### config.mk
export PLATFORM = sky130hd
export DESIGN_NAME = tlik_front
export DESIGN_NICKNAME = d
export VERILOG_FILES = /design/src/design/tlik_pkg.sv /design/src/design/tlik_front.sv
export SDC_FILE = /design/constraint.sdc
export NUM_CORES = 2
export LEC_CHECK = 0
export BUFFER_PORTS_ARGS = -buffer_cell sky130_fd_sc_hd__buf_2
export CAP_MARGIN = 10
export CORE_MARGIN = 2
export CORE_UTILIZATION = 50
export DETAILED_ROUTE_END_ITERATION = 6
export HOLD_SLACK_MARGIN = 0.02
export PLACE_DENSITY = 0.67
export SLEW_MARGIN = 15
export SYNTH_ARGS = -nofsm -noshare
export SYNTH_HDL_FRONTEND = slang
export SYNTH_SLANG_ARGS = --single-unit
### constraint.sdc
create_clock -name clk -period 4.1 [get_ports clk]
set_input_delay 0.41 -clock clk [delete_from_list [all_inputs] [get_ports clk]]
set_output_delay 0.41 -clock clk [all_outputs]
set_load 0.03 [all_outputs]
### src/design/tlik_pkg.sv
// Package for the two-link arm inverse kinematics block.
// Holds the request and result structs, the arctangent table and fixed Q30 constants.
// No dependencies.
package tlik_pkg;

	localparam int TableLen = 24;
	localparam int AccW = 34;
	localparam logic signed [AccW-1:0] PiQ30 = 34'sd3373259426;
	localparam logic signed [AccW-1:0] HalfPiQ30 = 34'sd1686629713;

	typedef struct packed {
		logic signed [15:0] target_x;
		logic signed [15:0] target_y;
	} req_t;

	typedef struct packed {
		logic signed [16:0] base_joint_angle;
		logic signed [15:0] elbow_joint_angle;
		logic unreachable;
	} res_t;

	function automatic logic signed [AccW-1:0] atan_q30(input logic [4:0] i);
		logic signed [AccW-1:0] v;
		begin
			case (i)
				5'd0: v = 34'sh3243F6A8;
				5'd1: v = 34'sh1DAC6705;
				5'd2: v = 34'sh0FADBAFC;
				5'd3: v = 34'sh07F56EA6;
				5'd4: v = 34'sh03FEAB76;
				5'd5: v = 34'sh01FFD55B;
				5'd6: v = 34'sh00FFFAAA;
				5'd7: v = 34'sh007FFF55;
				5'd8: v = 34'sh003FFFEA;
				5'd9: v = 34'sh001FFFFD;
				5'd10: v = 34'sh000FFFFF;
				5'd11: v = 34'sh0007FFFF;
				5'd12: v = 34'sh0003FFFF;
				5'd13: v = 34'sh0001FFFF;
				5'd14: v = 34'sh0000FFFF;
				5'd15: v = 34'sh00007FFF;
				5'd16: v = 34'sh00003FFF;
				5'd17: v = 34'sh00001FFF;
				5'd18: v = 34'sh00000FFF;
				5'd19: v = 34'sh000007FF;
				5'd20: v = 34'sh000003FF;
				5'd21: v = 34'sh000001FF;
				5'd22: v = 34'sh000000FF;
				5'd23: v = 34'sh0000007F;
				default: v = '0;
			endcase
			return v;
		end
	endfunction

endpackage

### src/design/tlik_front.sv
// Front end: squares the target, classifies reach and forms the two radicands.
// Uses tlik_pkg. Three registered stages, one request per cycle, stall-all.
module tlik_front (
	input  logic            clk,
	input  logic            arst_n,
	input  logic            en,
	input  logic            in_valid,
	input  tlik_pkg::req_t  req,
	input  logic [14:0]     l1,
	input  logic [14:0]     l2,
	output logic            out_valid,
	output logic signed [15:0] x_o,
	output logic signed [15:0] y_o,
	output logic [31:0]     r2_o,
	output logic [31:0]     s2_o,
	output logic            unr_o
);
	import tlik_pkg::*;

	logic v_s1, v_s2, v_s3;
	logic signed [15:0] x_s1, y_s1, x_s2, y_s2, x_s3, y_s3;
	logic [31:0] xx_s1, yy_s1, r2_s2, r2_s3, s2_s3;
	logic [31:0] reach_s1, reach_s2, four_s1, four_s2;
	logic unr_s3;
	logic [15:0] lsum;

	assign lsum = {1'b0, l1} + {1'b0, l2};

	always_ff @(posedge clk or negedge arst_n) begin
		if (!arst_n) begin
			v_s1 <= 1'b0;
			v_s2 <= 1'b0;
			v_s3 <= 1'b0;
		end else if (en) begin
			v_s1 <= in_valid;
			v_s2 <= v_s1;
			v_s3 <= v_s2;
		end
	end

	always_ff @(posedge clk) begin
		if (en) begin
			x_s1 <= req.target_x;
			y_s1 <= req.target_y;
			xx_s1 <= 32'(req.target_x * req.target_x);
			yy_s1 <= 32'(req.target_y * req.target_y);
			reach_s1 <= lsum * lsum;
			four_s1 <= {{15'd0, l1} * {15'd0, l1}, 2'b00};
			x_s2 <= x_s1;
			y_s2 <= y_s1;
			r2_s2 <= xx_s1 + yy_s1;
			reach_s2 <= reach_s1;
			four_s2 <= four_s1;
			x_s3 <= x_s2;
			y_s3 <= y_s2;
			r2_s3 <= r2_s2;
			unr_s3 <= (r2_s2 == '0) || (r2_s2 >= reach_s2);
			s2_s3 <= (four_s2 > r2_s2) ? four_s2 - r2_s2 : '0;
		end
	end

	assign out_valid = v_s3;
	assign x_o = x_s3;
	assign y_o = y_s3;
	assign r2_o = r2_s3;
	assign s2_o = s2_s3;
	assign unr_o = unr_s3;
endmodule

==> qor.csv <==
stage,metric,value,unit
place,routability congestion estimate,0.9365,
place,count of input and output buffers,163,
sta,minimum period implied by the final worst setup slack,7170,ps
finish,final net count,6673,
setup_path,critical path's largest stage delay,530,ps
floorplanning,number of primary I/O pins,164,
clock_network,master cell of the clock root buffer,clkbuf_16,
synthesis,dominant cell by count in the synthesized netlist,inv_1,
synthesis,number of different library cells in the post-synthesis netlist,76,
synthesis,number of synthesis warnings,0,
floorplanning,area enclosed by the die boundary,0.09491,mm2
route,number of routed nets with antenna violations,0,
clock_network,number of H-tree levels,2,
synthesis,Post-Syn Instances,4349,
synthesis,summed instance area of the synthesized netlist,0.04623,mm2
global_route,GR peak layer,met2,
sta,setup violators final,93,
sta,setup repair after global routing missed its margin,true,
min_path,Hold WC Path Type,in -> reg,
synthesis,cell taking the most area after synthesis,fa_1,
sta,final sum of negative setup slack,-134150,ps
finish,growth of design area from synthesis to finish,29.16,%
setup_path,top fanout value on the critical path,5,
global_route,vias in the first global route,36646,
place,DP HPWL,91570,um
route,first-iteration detailed-routing DRC count,1555,
sta,least setup slack across all paths after layout,-3070,ps
setup_path,most common cell type on the critical path,fa_1,
sta,pin slew with the least headroom to its limit,808.1,ps
synthesis,share of flip-flops with an asynchronous set or reset,0.7979,%
global_route,GR Layer Usage met3,4.350,%
setup_path,startpoint kind of the worst setup timing path,input pin,
clock_network,number of buffers between clock root and the deepest sink,3,
global_route,met1 track demand over resource in global routing,32.11,%
synthesis,number of synthesized register bits,376,
global_route,GRT overflow,0,
sta,endpoints failing hold,0,
sta,Fin Clk Skew,26.90,ps
min_path,Worst Min Path Start,in_valid,
sta,achievable frequency,139.5,MHz
finish,layout cell share with drive strength beyond 1,30.23,%
setup_path,CP max-delay cell,fa_1,
synthesis,Post-synth top flop,edfxtp_1,
global_route,global-route wire length before repair,184300,um
synthesis,cells taking the most area after synthesis,"fa_1 (34%), edfxtp_1 (24%), ha_1 (13%), inv_1 (8.8%), xnor2_1 (2.7%)",
global_route,antenna violations before repair,0,
setup_path,kind of critical path,in -> reg,
global_route,maximum number of pins on one net before global-route repair,85,
floorplanning,starting density of the core,50.43,%
setup_path,kind of capture point of the worst setup path,flop,
clock_network,TritonCTS clock tree,done,
setup_path,critical path arrival,7490,ps
route,DRC,0,
global_route,global-route track usage on met2,42.19,%
floorplanning,area of the core,0.09166,mm2
route,Post-Route WL,112100,um
route,via count,33169,
sta,worst slew slack as a fraction of its limit,46.13,%
sta,final period utilization,174.9,%
finish,fill count,7013,
clock_network,clock insertion delay at the later pin of the skew report,590,ps
synthesis,Yosys top cell area share,33.73,%
route,detailed-route wire length per cell,17.05,um
synthesis,number of enable-type register cells in the synthesized netlist,373,
floorplanning,die boundary width,308.1,um
global_route,All-Layer GR Usage,24.65,%
setup_path,FF-to-FF Start,r2_s2[4]$_DFFE_PP_,
synthesis,mean instance size in the synthesized netlist,10.63,um2
synthesis,"Seq/Total Area, Yosys",24.39,%
floorplanning,site row count,111,
synthesis,most frequent cells after synthesis,"inv_1 (1088), fa_1 (779), ha_1 (465), edfxtp_1 (373), nand2_1 (281)",
run,Max-cap violations,0,
clock_network,clock buffers created by TritonCTS,42,
route,total iterations of the first detailed-routing run,5,
floorplanning,vertical extent of the die,308.1,um
finish,number of diodes,0,
setup_path,source of the critical timing path,l1[0],
run_status,result of the run,finished with violations,
sta,max-slew violations,0,
setup_path,worst path required time,4420,ps
synthesis,total nets after synthesis,5659,
clock_network,clk slew on worst S/H paths,60,ps
run_status,failing checks,negative setup slack,
route,post-detailed-route via-to-cell ratio,5.042,
clock_network,sink count of the clock tree,376,
[per-stage QoR]
step	worst slack, ps	hold WS (ps)	area [um2]	instances	utilization [%]
after floorplan	-3227	114.4	47720	4349	-
after global placement	-3635	205.9	55060	6366	60.07
after detailed placement	-3790	207.1	55060	6366	60.07
after CTS	-2948	35.29	58530	6541	63.86
after global routing	-3312	46.07	59710	6578	65.14
final	-3070	66.87	59710	6578	65.14
[layout make-up]
class                      instances  area [um2]  share of cell area (%)
clock buffer                      47        1070                   1.792
clock inverter                    26       220.2                  0.3688
inverter                        1096        4148                   6.946
multi-input combinational       2804       33030                   55.32
sequential                       376       11280                   18.88
tap                             1186        1484                   2.485
timing repair buffer            1043        8481                   14.20
[flip-flops by register name (all words and copies together) (netlist names), 16 cells and up]
signal	cells
y_o	16
four_s2	29
r2_s2	32
xx_s1	30
s2_o	32
reach_s2	31
r2_o	32
y_s1	16
four_s1	29
x_s1	16
x_s2	16
yy_s1	30
x_o	16
reach_s1	31
y_s2	16
[path summary, 6_finish.rpt]
kind                                           to  slack (ps)  depth (start not counted)
min                              v_s1$_DFFE_PN0P_          70                          2
max in group asynchronous        v_s2$_DFFE_PN0P_        3850                          2
min in group asynchronous        v_s1$_DFFE_PN0P_         150                          2
max                        reach_s1[30]$_DFFE_PP_       -3070                         33
max reg2reg                s2_o[30]$_SDFFCE_PP0P_         460                         13
min reg2reg                 reach_s2[4]$_DFFE_PP_         400                          0
[routing by layer]
| layer | routed length (um) | share of wire [%] |
|---|---|---|
| met5 | 0 | 0 |
| met4 | 3480 | 3.1 |
| met3 | 6534 | 5.8 |
| met2 | 55660 | 50 |
| met1 | 46460 | 41 |
[cell families (layout without fill, tap and decap cells)]
family                   after synthesis  in the layout  synth area share, %
adder cells (fa/ha/maj)             1244           1244                46.32
buffers and inverters               1169           2212                9.494
AND/OR/NAND/NOR                      916            916                9.516
AO/OA/AOI/OAI                        429            429                6.168
flip-flops                           376            376                24.39
XOR/XNOR                             208            208                3.941
multiplexers                           7              7               0.1705
[placed cells by master (no fill, tap or decap), drive strengths merged, types with 12 or more instances in the layout]
cell	Yosys	final
and3	14	14
clkinv	6	22
edfxtp	373	373
ha	465	465
o21bai	27	27
nand4	21	21
fa	779	779
nor3	36	36
nand3	29	29
a21oi	130	130
a211oi	24	24
and2	177	177
nand2b	29	29
clkbuf	72	48
nand2	281	281
o21ai	65	65
a21o	78	78
o21a	20	20
nor2	239	239
or3	14	14
inv	1090	1091
a31oi	12	12
or2	13	13
nor2b	30	30
buf	1	1039
xnor2	145	145
xor2	63	63
[worst max-delay path, delay by kind of cell]
| kind | cells | cell delay, ps |
|---|---|---|
| fa+ha+maj | 9 | 3680 |
| simple gates | 8 | 1150 |
| xor+xnor | 2 | 330 |
| compound gates | 8 | 1380 |
| buf+inv | 6 | 530 |
[repair_timing]
action / in CTS / in global routing
endpoints found under the setup margin: 93 / 96
endpoints found under the hold margin: 5 / 0
cloned: 0 / 1
pin swaps: 249 / 214
hold buffers: 3 / 0
buffers inserted: 102 / 51
gates resized for setup: 369 / 213
Power is not shown: default switching activity piles up to over one toggle a cycle in this logic, so the estimate is an artifact.
