### config.mk
export PLATFORM = sky130hd
export DESIGN_NAME = tlik_queue
export DESIGN_NICKNAME = d
export VERILOG_FILES = /design/src/design/tlik_queue.sv
export SDC_FILE = /design/constraint.sdc
export NUM_CORES = 1
export LEC_CHECK = 0
export ABC_AREA = 1
export BUFFER_PORTS_ARGS = -buffer_cell sky130_fd_sc_hd__buf_2
export CAP_MARGIN = 20
export CORE_UTILIZATION = 40
export DETAILED_ROUTE_END_ITERATION = 12
export HOLD_SLACK_MARGIN = 0.1
export PLACE_DENSITY = 0.65
export SYNTH_ARGS = -nofsm -noshare
export SYNTH_HDL_FRONTEND = slang
export SYNTH_SLANG_ARGS = --single-unit
### constraint.sdc
create_clock -name clk -period 2.75 [get_ports clk]
set_clock_uncertainty 0.05 [all_clocks]
set_input_delay 0.55 -clock clk [delete_from_list [all_inputs] [get_ports clk]]
set_output_delay 0.55 -clock clk [all_outputs]
set_load 0.02 [all_outputs]
### src/design/tlik_queue.sv
// Short queue between front and back ends, four entries.
// No package dependencies; the payload is a flat vector of parameter width.
module tlik_queue #(
	parameter int W = 8
) (
	input  logic         clk,
	input  logic         arst_n,
	input  logic         wr,
	input  logic [W-1:0] wdata,
	input  logic         rd,
	output logic [W-1:0] rdata,
	output logic         nempty,
	output logic [2:0]   count
);
	logic [W-1:0] mem_q [4];
	logic [1:0] wp_q, rp_q;
	logic [2:0] cnt_q;

	always_ff @(posedge clk or negedge arst_n) begin
		if (!arst_n) begin
			wp_q <= '0;
			rp_q <= '0;
			cnt_q <= '0;
		end else begin
			if (wr) wp_q <= wp_q + 2'd1;
			if (rd) rp_q <= rp_q + 2'd1;
			cnt_q <= cnt_q + {2'b00, wr} - {2'b00, rd};
		end
	end

	always_ff @(posedge clk) begin
		if (wr) mem_q[wp_q] <= wdata;
	end

	assign rdata = mem_q[rp_q];
	assign nempty = (cnt_q != '0);
	assign count = cnt_q;
endmodule

==> results of run 1 <==
## synth_stat cells
cell type / n
buf_12: 1
fa_1: 1
clkbuf_2: 1
inv_6: 1
buf_6: 2
dfrtp_1: 7
xor2_1: 3
buf_2: 1
nand3b_1: 1
o21ai_1: 1
nand3_1: 18
nand2_1: 43
inv_1: 43
nand2_2: 8
edfxtp_1: 32
inv_2: 1
ha_1: 6
## logic make-up after synthesis
kind of cell | count (synthesis) | synth area share (%)
DFF | 39 | 63.2
and+or+nand+nor | 70 | 17.2
buffers and inverters | 50 | 12.6
AOI/OAI and AO/OA | 1 | 0.278
adders and majority gates | 7 | 5.29
xor gates and xnor gates | 3 | 1.46
## per-layer routing
metal	part of all wire [%]	GRT usage, %	vias to the layer above
met5	0	0	-
met4	2.2	6.80	0
met3	3.1	3.80	7
met2	51	22.5	14
met1	44	15.9	515
li1	-	-	572
## power by group
part	switching, uW	internal [uW]	leakage (uW)
clock network	189	265	0.0000556
registers	105	793	0.000376
logic	552	277	0.000582
## stage by stage
| stage | utilization [%] | total power, uW | std cells | instance area [um2] |
|---|---|---|---|---|
| after floorplan | - | 1550 | 170 | 1800 |
| after global placement | 44.7 | 1740 | 241 | 1930 |
| after detailed placement | 44.7 | 1750 | 241 | 1930 |
| after CTS | 47.4 | 2210 | 250 | 2050 |
| after global routing | 47.4 | 2340 | 250 | 2050 |
| final | 47.4 | 2180 | 250 | 2050 |
## worst max path at each step
| stage | from | end | slack (ns) |
|---|---|---|---|
| 2_1_floorplan | rd | count[2] | 1.06 |
| 6_report | rp_q[0] | rdata[5] | 0.61 |
| 4_1_cts | rp_q[0] | rdata[5] | 0.59 |
| 5_1_grt | rp_q[0] | rdata[3] | 0.46 |
| 3_5_place_dp | rd | count[2] | 0.86 |
| 3_3_place_gp | rd | count[2] | 0.90 |
## flip-flops by register name (all words and copies together), names as in the netlist
register and flops:
rp_q 2, mem_q 32, count 3, wp_q 2
## final cells by class
cell class	count	area share [%]
flip-flops and latches	39	55.4
repair buffers	25	6.47
well taps	52	3.17
clock buffers	5	3.36
multi-input cells	81	21.2
inverters	45	8.48
clock inverters	3	1.89
==> impl_results.md, run 1 <==
- Reg-to-Reg Start: count[0]
- Critical path, cell by cell: buf_4 -> nand2_1 -> nand3_1 -> nand2_1 -> buf_2
- GPL Wtd Cong: ~0.78
- CP max FO: 10
- # IOs: 24
- Worst-Skew Late Latency: a little under 0.3 ns
- Setup CP Type: flop to primary output
- Mapped Cells: 170
- I/O Buffers: 23
- GRT overflow: 0
- RSZ-0062 raised after global routing: false
- Minimum clock period: 2.14 ns
- Avg WL per Cell: about 12 um
- Seq/Total Area, Yosys: roughly 63%
- Fin crit share: between 70 and 80%
- Initial antenna violation count: 0
- CP max-delay cell: dfrtp_1
- Total CTS buffers: 5
- Post-CTS Setup Bufs: 0
- Via Count: 1108
- # H-tree levels: 2
- Post-CTS Resized: 0
- Post-synth net total: 189
- WP buf/inv: 2
- Antenna Cells: 0
- WP depth: 5
- Setup ws final: just over 0.6 ns
- Min-delay worst type: input port to flop
- Number of global-route vias before repair: around 1100
- Violated checks: design-rule violations
- Cell seen most often among critical-path stages: nand2_1
- Slew Limit Headroom: about 70%
- Largest cells by area after synthesis: edfxtp_1, dfrtp_1, inv_1, nand2_1, nand3_1
- Worst Setup End Kind: primary output
- Clock sinks: 39
- Cts hold-fix bufs: 1
- Worst reg2reg path endpoint: count[2]
- Hold Path Stages: 1
- Worst slack, placed: between 0.8 and 0.9 ns
- Die Footprint: between 4000 and 5000 um2
- Critical Path RT: approximately 2.2 ns
- Via density: 4.43
- Critical path launch point type: flop
- CTS tree: done
- Remaining DRCs: 1
- Pin count of the biggest net entering global routing: 17
- FP Rows: 24
- Top cell type by total area after synthesis: edfxtp_1
- Initial Util: between 40 and 50%
- Highest Clock Rate: approximately 0.47 GHz
- Hold Fails Final Rpt: 0
- Top delay family on crit path: flip-flops
- Leakage: roughly 0.0010 uW
- Setup_tns: 0 ns
- Die span in y: a little under 70 um
- Ys Warns: 0
- Fillers: between 400 and 500
- Clock-pin slew on the worst setup and hold paths: around 0.08 ns
- Worst reg2reg setup slack: 1.14 ns
- Max VDD drop: 0.406 mV
- Syn_area_per_cell: between 10 and 15 um2
- Hold EP: mem_q[0][7]
- Core area: 4320 um2
- Max-cap violation count: 0
- Measured slew at the worst slew-check pin: approximately 0.44 ns
- Post-synthesis cell type count: 17
- Arrival time at the worst endpoint: between 1.5 and 2 ns
- CTS root buffer: clkbuf_8
- Reg2Reg Depth: 7
- Hold Crit Start: wdata[7]
- Synthesized area: roughly 1800 um2
- Top cell type's share of synthesized area: 53.4%
- Die Wd: between 60 and 70 um
- Area of the multi-input gates: 435 um2
- First-pass GRT wire length: 4890 um
- Reg area: 1140 um2
- Max Slew Vio Count: 0
- Commonest cells after routing, fill and taps aside: inv_1, nand2_1, edfxtp_1, buf_2, nand3_1
- Crit path largest cell delay: around 0.6 ns
- Final nets: 216
- Min Hold Slack: 0.416 ns
- Post-route ant nets: 0
- Tot GR Track Use: 13.5%
- P per Cell Area: roughly 1100 nW/um2
- Outcome: complete, but fails checks
- Area grow syn2layout: 14.1%
- Endpoints failing setup: 0
- HPWL after detailed placement: 1930 um
- Share of post-route cells with drive strength above 1: 20.7%
- #FFs+latches synth: 39
- Wirelength, routed: roughly 2900 um
- Initial DRC count: 29
- Clock Tree Buf Depth: 2
- TritonRoute pass-1 iters: 9
Note: power is estimated with default switching activity, not from simulation.
==> run 2, diff against run 1 <==
--- a/config.mk
+++ b/config.mk
@@ -11,7 +11,7 @@
 export CORE_UTILIZATION = 40
 export DETAILED_ROUTE_END_ITERATION = 12
 export HOLD_SLACK_MARGIN = 0.1
-export PLACE_DENSITY = 0.65
+export PLACE_DENSITY = 0.67
 export SYNTH_ARGS = -nofsm -noshare
 export SYNTH_HDL_FRONTEND = slang
 export SYNTH_SLANG_ARGS = --single-unit
==> constraint.sdc (replaced) <==
create_clock -name clk -period 1.9 [get_ports clk]
set_clock_uncertainty 0.05 [all_clocks]
set_input_delay 0.38 -clock clk [delete_from_list [all_inputs] [get_ports clk]]
set_output_delay 0.38 -clock clk [all_outputs]
set_load 0.02 [all_outputs]
==> impl_results.md, run 2 (synthesis gave the netlist of run 1 again) <==
- Worst slack, placed: 0.202 ns (-0.654 ns)
- Reg area: 1140 um2 (+0.11%)
- Clock sinks: 39 (unchanged)
- Outcome: complete, but fails checks
- Reg-to-Reg Start: count[0]
- Fillers: 408 (-4.7%)
- Endpoints failing setup: 0 (unchanged)
- CP max FO: 10 (unchanged)
- Worst Setup End Kind: primary output
- Worst-Skew Late Latency: 0.29 ns (about the same)
- Critical Path RT: 1.47 ns (-0.68 ns)
- Avg WL per Cell: 11.1 um (-3.5%)
- Post-route cell area: 2070 um2 (+0.91%)
- Share of post-route cells with drive strength above 1: 22.0% (+1.3 points)
- Slew Limit Headroom: 73.0% (+2.6 points)
- Minimum clock period: around 1.8 ns
- I/O Buffers: 23 (unchanged)
- Fin crit share: between 90% and 100%
- Number of global-route vias before repair: 1003 (-4.8%)
- P per Cell Area: 1540 nW/um2 (+45%)
- CTS root buffer: clkbuf_8
- Hold EP: mem_q[0][1]
- Via density: 4.28 (-3.4%)
- Worst reg2reg path endpoint: count[2]
- Max VDD drop: 0.584 mV (+44%)
- Wirelength, routed: 2810 um (-2.7%)
- Highest Clock Rate: about 0.57 GHz
- Die Footprint: 4770 um2 (unchanged)
- Largest register FFs: 32 (unchanged)
- Total power: 3200 uW (+47%)
- Commonest cells after routing, fill and taps aside: inv_1, nand2_1, edfxtp_1, buf_2, nand3_1
- Hold Crit Start: wdata[1]
- Area of the multi-input gates: 435 um2 (unchanged)
- Final nets: 218 (+0.93%)
- Max-cap violation count: 0 (unchanged)
- Initial antenna violation count: 0 (unchanged)
- Max Slew Vio Count: 0 (unchanged)
- Area grow syn2layout: 15.1%
- Tot GR Track Use: 13.5% (+0.027 points)
- Die span in y: 69.0 um (unchanged)
- Leakage: 0.00102 uW (+0.93%)
- Clock-pin slew on the worst setup and hold paths: 0.07 ns (about the same)
- Dpl cell area: 1940 um2 (+0.39%)
- HPWL after detailed placement: 1890 um (-2.1%)
- GRT overflow: 0 (unchanged)
- Worst reg2reg setup slack: 0.31 ns (-0.83 ns)
- Clock Tree Buf Depth: 2 (unchanged)
- Setup ws final: 0.133 ns (-0.473 ns)
- Critical path launch point type: flop
- Post-Layout Cell Count: 252 (+0.80%)
- Die Wd: 69.0 um (unchanged)
- Min-delay worst type: input port to flop
- Core area: 4320 um2 (unchanged)
- Antenna Cells: 0 (unchanged)
- Measured slew at the worst slew-check pin: 0.404 ns (-0.0397 ns)
- RSZ-0062 raised after global routing: false
- Via Count: 1079 (-2.6%)
- Total CTS buffers: 5 (unchanged)
- # IOs: 24 (unchanged)
- CTS tree: done
- Hold Path Stages: 1 (unchanged)
- FP Rows: 24 (unchanged)
- Initial DRC count: 20 (-31%)
- Post-route ant nets: 0 (unchanged)
- Setup CP Type: flop to primary output
- TritonRoute pass-1 iters: 10 (+1)
- Remaining DRCs: 1 (unchanged)
- Violated checks: design-rule violations
- Initial Util: 41.6% (unchanged)
- Register with the most flip-flops: mem_q
- GPL Wtd Cong: 0.811 (+3.9%)
- Inst Count DP: 242 (+0.41%)
- Reg2Reg Depth: 7 (unchanged)
- First-pass GRT wire length: 4790 um (-2.1%)
- Arrival time at the worst endpoint: 1.34 ns (-0.20 ns)
- Pin count of the biggest net entering global routing: 17 (unchanged)
- Setup_tns: 0 ns (unchanged)
- # H-tree levels: 2 (unchanged)
- Hold Fails Final Rpt: 0 (unchanged)
==> run 2: cell count changes in the layout (fill, tap and decap cells not counted), sizes merged <==
cell,before,now
buf,24,26
==> run 2: area by class of cell <==
| class | instances | area share, % |
|---|---|---|
| Timing Repair Buffer | 27 | 7.26 |
| Multi-Input combinational cell | 81 | 21.0 |
| Clock buffer | 5 | 3.33 |
| Sequential cell | 39 | 55.0 |
| Tap cell | 52 | 3.14 |
| Clock inverter | 3 | 1.87 |
| Inverter | 45 | 8.40 |
==> run 2: repair_timing <==
action	in CTS	in global routing
hold endpoints to repair	7	0
pin swaps	0	0
cloned	0	0
hold buffers	1	0
resized for setup	1	1
endpoints found under the setup margin	4	3
setup buffers	0	1
==> run 2: through the flow <==
step	hold WS (ns)	utilization, %
floorplan	0.0344	-
global placement	0.170	44.9
detailed placement	0.170	44.9
CTS	0.238	47.6
global route	0.234	47.9
finish	0.244	47.9
==> run 2: how the worst max path moves through the flow <==
stage / from / endpoint / slack [ns]
3_3_place_gp: rd / count[2] / 0.22
5_1_grt: rp_q[0] / rdata[7] / 0.02
6_report: rp_q[0] / rdata[2] / 0.13
2_1_floorplan: count[0] / count[2] / 0.24
4_1_cts: rp_q[0] / rdata[7] / 0.05
3_5_place_dp: rd / count[2] / 0.20
==> run 2: critical path, stage by stage (launching register included) <==
cell     delay [ns]
dfrtp_2        0.47
buf_4          0.20
nand2_1        0.07
nand3_1        0.06
nand2_1        0.08
buf_2          0.16
==> run 2: per-layer routing <==
metal,part of all wire (%),up-vias,track usage (%)
li1,-,573,-
met1,45,484,17.0
met2,49,18,21.0
met3,4.1,4,4.24
met4,1.6,0,6.80
met5,0,-,0
==> run 2: report_power, final <==
group          leakage, uW  total (uW)  switching [uW]  internal [uW]
Clock            0.0000556         655             271            384
Combinational     0.000592        1260             828            435
Sequential        0.000375        1280             128           1150
==> run 3, diff against run 2 <==
--- a/config.mk
+++ b/config.mk
@@ -11,7 +11,7 @@
 export CORE_UTILIZATION = 40
 export DETAILED_ROUTE_END_ITERATION = 12
 export HOLD_SLACK_MARGIN = 0.1
-export PLACE_DENSITY = 0.67
+export PLACE_DENSITY = 0.65
 export SYNTH_ARGS = -nofsm -noshare
 export SYNTH_HDL_FRONTEND = slang
 export SYNTH_SLANG_ARGS = --single-unit
==> constraint.sdc (replaced) <==
create_clock -name clk -period 1.75 [get_ports clk]
set_clock_uncertainty 0.05 [all_clocks]
set_input_delay 0.35 -clock clk [delete_from_list [all_inputs] [get_ports clk]]
set_output_delay 0.35 -clock clk [all_outputs]
set_load 0.02 [all_outputs]
==> impl_results.md, run 3 (synthesis gave the netlist of run 1 again) <==
- Outcome: finished clean
- Total power: 3560 uW (+11%)
- Core area: 4320 um2 (unchanged)
- Logic pwr share: 40.5% (+1.0 points)
- Endpoints failing setup: 0 (unchanged)
- Post-route ant nets: 0 (unchanged)
- Leakage: 0.00104 uW (+1.2%)
- Arrival time at the worst endpoint: 1.29 ns (-0.05 ns)
- Critical path launch point type: flop
- Measured slew at the worst slew-check pin: 0.371 ns (-0.0335 ns)
- Area grow syn2layout: 16.8%
- First-pass GRT wire length: 4690 um (-2.2%)
- Max Slew Vio Count: 0 (unchanged)
- P per Cell Area: 1700 nW/um2 (+9.8%)
- Via density: 4.30 (+0.34%)
- RSZ-0062 raised after global routing: true
- Final nets: 219 (+0.46%)
- Hold Fails Final Rpt: 0 (unchanged)
- Initial DRC count: 23 (+15%)
- Total CTS buffers: 5 (unchanged)
- Critical Path RT: 1.35 ns (-0.12 ns)
- Die span in y: 69.0 um (unchanged)
- HPWL after detailed placement: 1880 um (-0.67%)
- Wirelength, routed: 2880 um (+2.7%)
- Worst Setup End Kind: primary output
- CP max-delay cell: dfrtp_2
- NetSw: 1360 uW (+11%)
- Slew Limit Headroom: 75.3% (+2.2 points)
- Tot GR Track Use: 13.3% (-0.20 points)
- Antenna Cells: 0 (unchanged)
- Clock sinks: 39 (unchanged)
- Inst Count DP: 242 (unchanged)
- I/O Buffers: 23 (unchanged)
- Highest Clock Rate: around 0.59 GHz
- Max-cap violation count: 0 (unchanged)
- Min Hold Slack: 0.218 ns (-0.0259 ns)
- Commonest cells after routing, fill and taps aside: inv_1, nand2_1, edfxtp_1, buf_2, nand3_1
- Post-Layout Cell Count: 253 (+0.40%)
- FP Rows: 24 (unchanged)
- WP buf/inv: 2 (unchanged)
- Cell seen most often among critical-path stages: nand2_1
- Max VDD drop: 0.658 mV (+13%)
- Sequential share of power: 39.1% (-0.9 points)
- Worst-Skew Late Latency: 0.28 ns (about the same)
- Crit path largest cell delay: 0.46 ns (about the same)
- Clock power frac: 20.4% (about the same)
- Setup_tns: 0 ns (unchanged)
- Critical path, cell by cell: buf_12 -> nand2_1 -> nand3_1 -> nand2_1 -> buf_2
- Top delay family on crit path: flip-flops
- Pin count of the biggest net entering global routing: 17 (unchanged)
- # IOs: 24 (unchanged)
- Number of global-route vias before repair: 988 (-1.5%)
- Initial Util: 41.6% (unchanged)
- Avg WL per Cell: 11.4 um (+2.3%)
- Die Wd: 69.0 um (unchanged)
- Net switching fraction of the power: 38.1% (-0.30 points)
- Reg area: 1140 um2 (+0.11%)
- Die Footprint: 4770 um2 (unchanged)
- CTS tree: done
- GRT overflow: 0 (unchanged)
- Clock Tree Buf Depth: 2 (unchanged)
- GPL Wtd Cong: 0.755 (-6.9%)
- Initial antenna violation count: 0 (unchanged)
- Area of the multi-input gates: 435 um2 (unchanged)
- TritonRoute pass-1 iters: 9 (-1)
- Fillers: 401 (-1.7%)
- Min-delay worst type: input port to flop
- Setup CP Type: flop to primary output
- Share of post-route cells with drive strength above 1: 23.4% (+1.4 points)
- Register with the most flip-flops: mem_q
- Fin crit share: between 90% and 100%
- Clock-pin slew on the worst setup and hold paths: 0.07 ns (about the same)
- Largest register FFs: 32 (unchanged)
- Remaining DRCs: 0 (-1)
- CTS root buffer: clkbuf_8
- Minimum clock period: between 1.5 and 2 ns
- CP max FO: 16 (+6)
- # H-tree levels: 2 (unchanged)
- Internal power: 2210 uW (+12%)
- Via Count: 1087 (+0.74%)
-- run 3: changes by cell type in the layout (fill, tap and decap cells not counted), sizes merged --
cell,change
buf,+1
-- run 3: layout make-up --
cell class                      count  share of cell area (%)
Inverter                           45                    8.40
Tap cell                           52                    3.10
Clock inverter                      3                    2.08
Timing Repair Buffer               28                    8.22
Multi-Input combinational cell     81                    20.7
Sequential cell                    39                    54.2
Clock buffer                        5                    3.28
-- run 3: routing by layer --
layer	share of wire (%)	track usage, %
met1	44	15.7
met2	53	22.4
met3	3.4	3.95
met4	0	6.12
met5	0	0
-- run 3: final timing paths --
check,startpoint,cells after the start,slack (ns),endpoint
min in group asynchronous,arst_n,2,0.38,count[0]
hold / removal,rd,2,0.22,rp_q[0]
hold reg to reg,wp_q[0],1,0.50,wp_q[0]
max in group asynchronous,arst_n,2,1.10,rp_q[1]
setup reg to reg,count[0],7,0.17,count[2]
setup / recovery,rp_q[0],5,0.06,rdata[4]
-- run 3: repair_timing --
action | in CTS | in global routing
buffers inserted | 0 | 2
gates resized for setup | 2 | 3
hold buffers | 1 | 0
endpoints found under the setup margin | 3 | 7
cloned | 0 | 0
endpoints found under the hold margin | 7 | 0
-- run 3: per-stage QoR --
stage | setup WS (ns) | cell area, um2 | util (%)
CTS | 0.0119 | 2080 | 48.1
detailed placement | 0.0765 | 1950 | 45.2
finish | 0.0647 | 2100 | 48.6
global route | -0.00955 | 2100 | 48.6
floorplan | 0.0873 | 1800 | -
global placement | 0.105 | 1950 | 45.2
-- run 3: power groups by stage --
stage / Sequential (uW) / Clock (uW) / Combinational, uW
finish: 1390 / 726 / 1440
global route: 1420 / 775 / 1640
CTS: 1400 / 738 / 1410
detailed placement: 1410 / 0 / 1410
global placement: 1400 / 0 / 1380
floorplan: 1380 / 0 / 1050
